### src/hdl/bqf_pkg.sv
package bqf_pkg;

  // Coefficient fraction bits
  localparam int COEF_FRAC_BITS = 30;

  localparam int SAMPLE_W = 32;
  localparam int CFG_W    = 32;
  localparam int CFG_IDX_W = 2;
  localparam int STATE_W  = 40;             // output history, 8 guard bits
  localparam int NUM_W    = 33;             // numerator magnitude
  localparam int DEN_W    = 33;             // 2 * (1 + alpha)
  localparam int REM_W    = DEN_W + 1;
  localparam int DIV_W    = NUM_W + COEF_FRAC_BITS;
  localparam int COEF_W   = COEF_FRAC_BITS + 5;
  localparam int CHUNK_W  = 16;
  localparam int NCHUNK   = 3;              // 48-bit sign-extended operand
  localparam int PROD_W   = COEF_W + CHUNK_W + 1;
  localparam int ACC_W    = PROD_W + CHUNK_W * (NCHUNK - 1) + 4;
  localparam int CNT_W    = $clog2(DIV_W + 1);

  localparam logic [SAMPLE_W+1:0] UNIT_Q30 = (SAMPLE_W + 2)'(1) << 30;

  localparam logic [CFG_IDX_W-1:0] REG_MODE  = 2'd0;
  localparam logic [CFG_IDX_W-1:0] REG_COS   = 2'd1;
  localparam logic [CFG_IDX_W-1:0] REG_ALPHA = 2'd2;

  localparam logic [1:0] MODE_RESET = 2'd0;
  localparam int MODE_BP_BIT = 1;
  localparam int MODE_HP_BIT = 0;

  // Term order of the accumulation
  localparam logic [2:0] TERM_B0 = 3'd0;
  localparam logic [2:0] TERM_B1 = 3'd1;
  localparam logic [2:0] TERM_B2 = 3'd2;
  localparam logic [2:0] TERM_A1 = 3'd3;
  localparam logic [2:0] TERM_A2 = 3'd4;

endpackage

### src/hdl/biquad_filter_lp_hp_bp.sv
// Direct form I biquad (low-pass, high-pass or band-pass by cfg register 0).
// Each beat in yields one beat out. The five coefficients are rebuilt from
// cos_omega and alpha_coeff for every sample by one shared restoring divider
// (one quotient bit per cycle, 63 bits for 30 fraction bits), then each term
// goes through one shared 35x17 multiplier, three partial products per term.
// Each term runs setup, divide, round and multiply states; in_stall is high
// from accept to result, and while a finished result still waits on
// out_stall. History (x1, x2, y1, y2) resets to zero; y is kept with 8 guard
// bits and the output is saturated to 32 bits.
// Configuration writes are taken at any time but must only be made while idle.
module biquad_filter_lp_hp_bp (
  input  logic                                 clk,
  input  logic                                 rst_n,
  input  logic                                 cfg_wr_en,
  input  logic [bqf_pkg::CFG_IDX_W-1:0]        cfg_index,
  input  logic [bqf_pkg::CFG_W-1:0]            cfg_data,
  input  logic                                 in_valid,
  output logic                                 in_stall,
  input  logic signed [bqf_pkg::SAMPLE_W-1:0]  in_sample_in,
  output logic                                 out_valid,
  input  logic                                 out_stall,
  output logic signed [bqf_pkg::SAMPLE_W-1:0]  out_sample_out
);
  import bqf_pkg::*;

  typedef enum logic [2:0] {
    ST_IDLE, ST_SETUP, ST_DIV, ST_ROUND, ST_MUL, ST_ACC, ST_FIN
  } state_t;

  state_t state_r;

  // configuration
  logic [1:0]                 mode_r;
  logic signed [SAMPLE_W-1:0] cos_r;
  logic [SAMPLE_W-2:0]        alpha_r;

  // history
  logic signed [SAMPLE_W-1:0] x0_r, x1_r, x2_r;
  logic signed [STATE_W-1:0]  y1_r, y2_r;

  // sequencer
  logic [2:0]       term_r;
  logic [CNT_W-1:0] cnt_r;
  logic [1:0]       chunk_r;

  // divider
  logic [DIV_W-1:0] dq_r;
  logic [REM_W-1:0] rem_r;
  logic [DEN_W-1:0] den_r;
  logic             neg_r;
  logic signed [COEF_W-1:0] coef_r;

  // multiplier / accumulator
  logic signed [PROD_W-1:0] prod_r;
  logic [1:0]               sh_r;
  logic                     pv_r;
  logic signed [ACC_W-1:0]  acc_r;

  logic                       out_valid_r;
  logic signed [SAMPLE_W-1:0] out_sample_r;

  // ---- numerator / denominator selection ----
  logic signed [SAMPLE_W+1:0] c_ext, a_ext, num;
  logic [NUM_W-1:0]           mag;
  logic [DEN_W-1:0]           a0, den_sel;

  always_comb begin
    c_ext   = (SAMPLE_W + 2)'(cos_r);
    a_ext   = signed'({3'b000, alpha_r});
    a0      = DEN_W'(UNIT_Q30) + DEN_W'(alpha_r);
    num     = '0;
    den_sel = a0;
    case (term_r)
      TERM_B0, TERM_B2: begin
        if (mode_r[MODE_BP_BIT]) begin
          num = (term_r == TERM_B0) ? a_ext : -a_ext;
        end else if (mode_r[MODE_HP_BIT]) begin
          num     = UNIT_Q30 + c_ext;
          den_sel = a0 << 1;
        end else begin
          num     = UNIT_Q30 - c_ext;
          den_sel = a0 << 1;
        end
      end
      TERM_B1: begin
        if (mode_r[MODE_BP_BIT]) begin
          num = '0;
        end else if (mode_r[MODE_HP_BIT]) begin
          num = -(UNIT_Q30 + c_ext);
        end else begin
          num = UNIT_Q30 - c_ext;
        end
      end
      TERM_A1: num = c_ext <<< 1;            // -a1 numerator
      TERM_A2: num = a_ext - UNIT_Q30;       // -a2 numerator
      default: num = '0;
    endcase
    mag = num[SAMPLE_W+1] ? NUM_W'(-num) : NUM_W'(num);
  end

  // ---- one restoring step ----
  logic [REM_W-1:0] rem_try;
  logic             ge;
  logic             rnd;
  logic [COEF_W-1:0] q_rnd;

  always_comb begin
    rem_try = {rem_r[REM_W-2:0], dq_r[DIV_W-1]};
    ge      = rem_try >= {1'b0, den_r};
    rnd     = {rem_r, 1'b0} >= {2'b00, den_r};
    q_rnd   = {1'b0, dq_r[COEF_W-2:0]} + COEF_W'(rnd);
  end

  // ---- multiplier operand ----
  logic signed [STATE_W-1:0]          opnd;
  logic [CHUNK_W*NCHUNK-1:0]          opnd_ext;
  logic signed [CHUNK_W:0]            chunk;

  always_comb begin
    case (term_r)
      TERM_B0: opnd = STATE_W'(x0_r);
      TERM_B1: opnd = STATE_W'(x1_r);
      TERM_B2: opnd = STATE_W'(x2_r);
      TERM_A1: opnd = y1_r;
      TERM_A2: opnd = y2_r;
      default: opnd = '0;
    endcase
    opnd_ext = (CHUNK_W * NCHUNK)'(opnd);
    case (chunk_r)
      2'd0:    chunk = signed'({1'b0, opnd_ext[CHUNK_W-1:0]});
      2'd1:    chunk = signed'({1'b0, opnd_ext[2*CHUNK_W-1:CHUNK_W]});
      default: chunk = signed'({opnd_ext[3*CHUNK_W-1], opnd_ext[3*CHUNK_W-1:2*CHUNK_W]});
    endcase
  end

  // ---- accumulate, scale and saturate ----
  logic signed [ACC_W-1:0]   prod_sh;
  logic signed [ACC_W-1:0]   acc_rnd, y_full;
  logic signed [STATE_W-1:0] y40;
  logic signed [SAMPLE_W-1:0] y32;
  logic                      fits40, fits32;

  always_comb begin
    prod_sh = ACC_W'(prod_r) <<< {sh_r, 4'b0000};
    acc_rnd = acc_r + (ACC_W'(1) <<< (COEF_FRAC_BITS - 1));
    y_full  = acc_rnd >>> COEF_FRAC_BITS;
    fits40  = (y_full[ACC_W-1:STATE_W-1] == '0) || (y_full[ACC_W-1:STATE_W-1] == '1);
    if (fits40) begin
      y40 = y_full[STATE_W-1:0];
    end else begin
      y40 = y_full[ACC_W-1] ? {1'b1, {(STATE_W-1){1'b0}}} : {1'b0, {(STATE_W-1){1'b1}}};
    end
    fits32 = (y40[STATE_W-1:SAMPLE_W-1] == '0) || (y40[STATE_W-1:SAMPLE_W-1] == '1);
    if (fits32) begin
      y32 = y40[SAMPLE_W-1:0];
    end else begin
      y32 = y40[STATE_W-1] ? {1'b1, {(SAMPLE_W-1){1'b0}}} : {1'b0, {(SAMPLE_W-1){1'b1}}};
    end
  end

  assign in_stall       = (state_r != ST_IDLE);
  assign out_valid      = out_valid_r;
  assign out_sample_out = out_sample_r;

  always_ff @(posedge clk) begin
    if (!rst_n) begin
      state_r     <= ST_IDLE;
      mode_r      <= MODE_RESET;
      cos_r       <= SAMPLE_W'(UNIT_Q30);
      alpha_r     <= '0;
      x1_r        <= '0;
      x2_r        <= '0;
      y1_r        <= '0;
      y2_r        <= '0;
      term_r      <= TERM_B0;
      cnt_r       <= '0;
      chunk_r     <= '0;
      pv_r        <= 1'b0;
      out_valid_r <= 1'b0;
    end else begin
      if (cfg_wr_en) begin
        case (cfg_index)
          REG_MODE:  mode_r  <= cfg_data[1:0];
          REG_COS:   cos_r   <= cfg_data;
          REG_ALPHA: alpha_r <= cfg_data[SAMPLE_W-2:0];
          default: ;
        endcase
      end

      // result register: load on finish, drop once taken
      if (state_r == ST_FIN && (!out_valid_r || !out_stall)) begin
        out_valid_r <= 1'b1;
      end else if (out_valid_r && !out_stall) begin
        out_valid_r <= 1'b0;
      end

      pv_r <= (state_r == ST_MUL);
      if (pv_r) begin
        acc_r <= acc_r + prod_sh;
      end

      case (state_r)
        ST_IDLE: begin
          if (in_valid) begin
            x0_r    <= in_sample_in;
            acc_r   <= '0;
            term_r  <= TERM_B0;
            state_r <= ST_SETUP;
          end
        end
        ST_SETUP: begin
          dq_r    <= {mag, {COEF_FRAC_BITS{1'b0}}};
          rem_r   <= '0;
          den_r   <= den_sel;
          neg_r   <= num[SAMPLE_W+1];
          cnt_r   <= '0;
          state_r <= ST_DIV;
        end
        ST_DIV: begin
          dq_r  <= {dq_r[DIV_W-2:0], ge};
          rem_r <= ge ? rem_try - {1'b0, den_r} : rem_try;
          cnt_r <= cnt_r + CNT_W'(1);
          if (cnt_r == CNT_W'(DIV_W - 1)) begin
            state_r <= ST_ROUND;
          end
        end
        ST_ROUND: begin
          coef_r  <= neg_r ? -signed'(q_rnd) : signed'(q_rnd);
          chunk_r <= '0;
          state_r <= ST_MUL;
        end
        ST_MUL: begin
          prod_r  <= coef_r * chunk;
          sh_r    <= chunk_r;
          chunk_r <= chunk_r + 2'd1;
          if (chunk_r == 2'(NCHUNK - 1)) begin
            if (term_r == TERM_A2) begin
              state_r <= ST_ACC;
            end else begin
              term_r  <= term_r + 3'd1;
              state_r <= ST_SETUP;
            end
          end
        end
        ST_ACC: begin
          state_r <= ST_FIN;
        end
        ST_FIN: begin
          if (!out_valid_r || !out_stall) begin
            out_sample_r <= y32;
            x2_r         <= x1_r;
            x1_r         <= x0_r;
            y2_r         <= y1_r;
            y1_r         <= y40;
            state_r      <= ST_IDLE;
          end
        end
        default: state_r <= ST_IDLE;
      endcase
    end
  end

`ifndef NO_ASSERTIONS
  a_div_count: assert property (@(posedge clk) disable iff (!rst_n)
    (state_r == ST_DIV) |-> (cnt_r < CNT_W'(DIV_W)))
    else $error("divider ran past its last step");

  a_term_range: assert property (@(posedge clk) disable iff (!rst_n)
    (state_r != ST_IDLE) |-> (term_r <= TERM_A2))
    else $error("term index out of range");

  a_fin_result: assert property (@(posedge clk) disable iff (!rst_n)
    (state_r == ST_FIN && (!out_valid_r || !out_stall)) |=>
      (out_valid_r && state_r == ST_IDLE))
    else $error("result not presented after finish");

  a_no_mul_in_idle: assert property (@(posedge clk) disable iff (!rst_n)
    (state_r == ST_IDLE) |-> !pv_r)
    else $error("product pending while idle");
`endif

endmodule
### config.mk
export PLATFORM = sky130hd
export DESIGN_NAME = biquad_filter_lp_hp_bp
export DESIGN_NICKNAME = d
export VERILOG_FILES = /design/src/hdl/bqf_pkg.sv /design/src/hdl/biquad_filter_lp_hp_bp.sv
export SDC_FILE = /design/constraint.sdc
export NUM_CORES = 2
export LEC_CHECK = 0
export ABC_AREA = 1
export BUFFER_PORTS_ARGS = -buffer_cell sky130_fd_sc_hd__buf_2
export CORE_AREA = 5 5 359 361
export CTS_BUF_LIST = sky130_fd_sc_hd__clkbuf_4 sky130_fd_sc_hd__clkbuf_8 sky130_fd_sc_hd__clkbuf_16
export CTS_CLUSTER_SIZE = 24
export DETAILED_ROUTE_END_ITERATION = 8
export DIE_AREA = 0 0 364 366
export PLACE_DENSITY = 0.62
export SYNTH_ARGS = -nofsm -noshare
export SYNTH_HDL_FRONTEND = slang
export SYNTH_SLANG_ARGS = --single-unit
### constraint.sdc
create_clock -name clk -period 10 [get_ports clk]
set_clock_uncertainty 0.1 [all_clocks]
set_input_delay 2 -clock clk [delete_from_list [all_inputs] [get_ports clk]]
set_output_delay 2 -clock clk [all_outputs]
set_load 0.03 [all_outputs]
==> results.py <==
metrics = {
    "worst_setup_path": {
        "path_max_fanout": 22,
        "required_ns": 10.33,
        "cp-start-kind": "flop",
        "critPathMaxStageDelay_ns": 0.57,
        "crit_arrival_ns": 9.57,
        "cpMaxStageDelayCell": "clkinv_1",
        "critPathKind": "reg2reg",
        "worst_path_most_repeated_cell": "nand2_1",
        "end_kind": "flop",
    },
    "final_layout": {
        "regArea_mm2": 0.01568,
        "drive_gt1_share_pct": 4.838,
        "multiInputGateArea_mm2": 0.03949,
        "num-nets-final": 9376,
        "num-fill-cells": 12360,
        "syn_to_final_growth_pct": 7.574,
    },
    "place": {
        "port_buffers": 104,
        "dp_slack_ns": 0.8622,
        "gp_congestion": 1.006,
        "hpwl_mm": 180.8,
    },
    "clocking": {
        "cts.clk_slew.worst_paths_ns": 0.08,
        "root_buffer": "clkbuf_16",
        "cts-hold-fix-buffers": 0,
        "ctsHtreeMaxLevel": 3,
        "clock_path_buffers": 3,
        "tritoncts": "done",
        "post_cts_resized": 0,
        "post-cts-setup-buffers": 0,
        "clk_latency_ns": 0.70,
        "cts_buffers": 74,
        "cts_sinks": 597,
    },
    "timing": {
        "slew_violations": 0,
        "finalSetupViolations": 0,
        "fmax_ghz": 0.1082,
        "finalCritPeriodShare_pct": 92.43,
        "min_period_ns": 9.243,
        "hold_viol": 0,
        "tightest_slew_ns": 1.168,
        "rsz0062_at_grt": "no",
        "finalSetupTns_ns": 0,
        "maxSlewHeadroom_pct": 21.33,
        "timing.final.ws_setup_ns": 0.7571,
        "holdWs_ns": 0.3532,
    },
    "route": {
        "avgRoutedWirePerCell_um": 22.03,
        "drcViolationCount": 0,
        "vias": 57470,
        "drt_pass1_iterations": 8,
        "routed_wirelength_mm": 224.4,
        "vias_per_cell": 5.641,
        "antenna_left": 0,
        "drt-initial-drc-count": 5920,
    },
    "logic_synthesis": {
        "async_reset_ff_share_pct": 0,
        "synth_simple_gate_area_share_pct": 22.45,
        "synth_mux_area_share_pct": 0.6760,
        "ys_ff_latch": 597,
        "synth_ff_type": "edfxtp_1",
        "yosysWarningCount": 0,
        "synth_top_family_by_area": "adder cells",
        "syn_area_per_cell_um2": 7.301,
        "yosys.area_share.adder_pct": 23.55,
        "syn-cell-area_mm2": 0.06219,
        "synthCells": 8519,
        "synth_cell_types": 56,
        "synth-compound-area-share_pct": 13.79,
        "yosysSeqAreaShare_pct": 25.20,
        "syn-num-nets": 9420,
        "synth_xor_area_share_pct": 2.845,
        "synth-edff-count": 372,
    },
    "die": {
        "start_util_pct": 49.72,
        "rows": 130,
        "dieWidth_um": 364,
        "dieArea_mm2": 0.1332,
        "io_pins": 105,
        "coreArea_mm2": 0.1251,
        "dieHeight_um": 366,
    },
    "grt": {
        "grt_use_total_pct": 33.24,
        "grt_overflow": 0,
        "grt_max_degree": 97,
        "grt_pass1_wl_mm": 340.8,
        "antenna_found_initial": 9,
        "grt_pass1_vias": 56030,
    },
    "flow_run": {
        "drv_cap": 0,
    },
    "outcome": {
        "status": "finished, final reports clean",
    },
    "hold_path": {
        "hp-class": "reg2reg",
    },
}
[cell families (layout without fill, tap and decap cells)]
kind of cell	after synthesis	after routing
AND/OR/NAND/NOR	3445	3445
buffers and inverters	1883	1901
AO/OA/AOI/OAI	1520	1520
adder cells (fa/ha/maj)	830	830
flip-flops	597	597
XOR/XNOR	202	202
multiplexers	42	42
other	0	1
[registers in the layout (all words and copies together) (netlist names)]
| name | count |
|---|---|
| out_valid | 1 |
| mode_r | 2 |
| rem_r | 34 |
| pv_r | 1 |
| dq_r | 63 |
| cos_r | 32 |
| sh_r | 2 |
| coef_r | 35 |
| x0_r | 32 |
| term_r | 3 |
| acc_r | 88 |
| den_r | 33 |
| cnt_r | 6 |
| chunk_r | 2 |
| neg_r | 1 |
| x1_r | 32 |
| alpha_r | 31 |
| x2_r | 32 |
| state_r | 3 |
| out_sample_out | 32 |
| prod_r | 52 |
| y2_r | 40 |
| y1_r | 40 |
[stage by stage]
step	util, %	std cells	area [µm²]
6_report	53.49	10190	66900
5_1_grt	53.49	10190	66900
4_1_cts	53.49	10190	66900
3_5_place_dp	51.41	10050	64300
3_3_place_gp	51.41	10050	64300
2_1_floorplan	-	8519	62190
[worst max-delay path, delay by kind of cell, from the launching register on]
kind | cells | cell delay (ns)
buffers and inverters | 8 | 1.72
DFF | 1 | 0.37
and+or+nand+nor | 6 | 1.14
adders and majority gates | 8 | 3.02
AOI/OAI and AO/OA | 8 | 2.44
xor gates and xnor gates | 1 | 0.15
[worst paths after layout]
kind / startpoint / endpoint / slack, ns / cells after the start
worst max-delay path: term_r[0]$_SDFFE_PN0P_ / prod_r[44]$_DFFE_PP_ / 0.76 / 31
worst min-delay path: y2_r[33]$_SDFFE_PN0P_ / y2_r[33]$_SDFFE_PN0P_ / 0.35 / 2
worst max register to register: term_r[0]$_SDFFE_PN0P_ / prod_r[44]$_DFFE_PP_ / 0.76 / 31
worst min register to register: y2_r[33]$_SDFFE_PN0P_ / y2_r[33]$_SDFFE_PN0P_ / 0.35 / 2
[area by class of cell]
cell class                      count  share of cell area, %
Timing Repair Buffer              182                  1.685
Inverter                         1581                  8.874
Sequential cell                   597                  23.44
Antenna cell                        1               0.003740
Clock inverter                     38                 0.7873
Clock buffer                      100                  3.097
Multi-Input combinational cell   6039                  59.03
Tap cell                         1650                  3.086
[cell usage in the layout, fill, tap and decap left out, types with 10 or more instances in the layout]
master,instances
a31oi_1,44
nor2_1,1177
mux2i_1,42
nor3_1,76
a221oi_1,28
a21boi_0,20
fa_1,568
o221ai_1,14
o21ai_0,609
nand3_1,362
clkinv_2,12
nor2_2,19
nand2_2,10
o211ai_1,113
ha_1,262
xor2_1,134
xnor2_1,68
o21a_1,28
nand4_1,65
a21o_1,22
or2_2,25
dfxtp_1,223
nand3b_1,12
clkbuf_4,22
inv_1,1559
edfxtp_1,372
o22ai_1,12
buf_4,77
a21oi_1,530
o21bai_1,32
buf_2,103
nor4_1,26
a22oi_1,12
clkbuf_16,74
nand2_1,1645
a31o_2,10
clkinv_1,18
[synth_stat cells, drive strengths merged, types with 2 or more instances]
cell / number / area share (%)
a211oi: 9 / 0.11
a31oi: 45 / 0.45
o2111ai: 6 / 0.084
fa: 568 / 18
o211a: 2 / 0.032
clkbuf: 244 / 1.5
mux2i: 42 / 0.68
o21a: 28 / 0.34
o21ai: 614 / 4.9
nor3: 77 / 0.62
clkinv: 12 / 0.072
or2: 25 / 0.25
a21oi: 531 / 4.3
nand4: 65 / 0.65
nor2: 1204 / 7.4
nand3: 367 / 3.0
a21boi: 20 / 0.24
dfxtp: 225 / 7.2
and3: 5 / 0.050
nand3b: 12 / 0.14
edfxtp: 372 / 18
a22o: 9 / 0.13
a21o: 22 / 0.27
o31ai: 8 / 0.10
and2: 4 / 0.040
o221ai: 14 / 0.20
xor2: 134 / 1.9
a221oi: 28 / 0.39
nand2: 1658 / 10
xnor2: 68 / 0.96
buf: 58 / 0.46
o211ai: 113 / 1.4
o21bai: 32 / 0.39
ha: 262 / 5.3
a31o: 10 / 0.14
a22oi: 12 / 0.14
nor3b: 2 / 0.024
o22ai: 13 / 0.13
inv: 1569 / 9.5
nor4: 26 / 0.26
[per-layer routing]
metal / vias to the layer above / part of all wire, % / track usage [%]
li1: 27040 / - / -
met1: 27740 / 44 / 47.13
met2: 2295 / 44 / 51.85
met3: 390 / 8.0 / 5.262
met4: 6 / 3.8 / 11.53
met5: - / 0.020 / 0
Power is not shown: default switching activity piles up to over one toggle a cycle in this logic, so the estimate is an artifact.
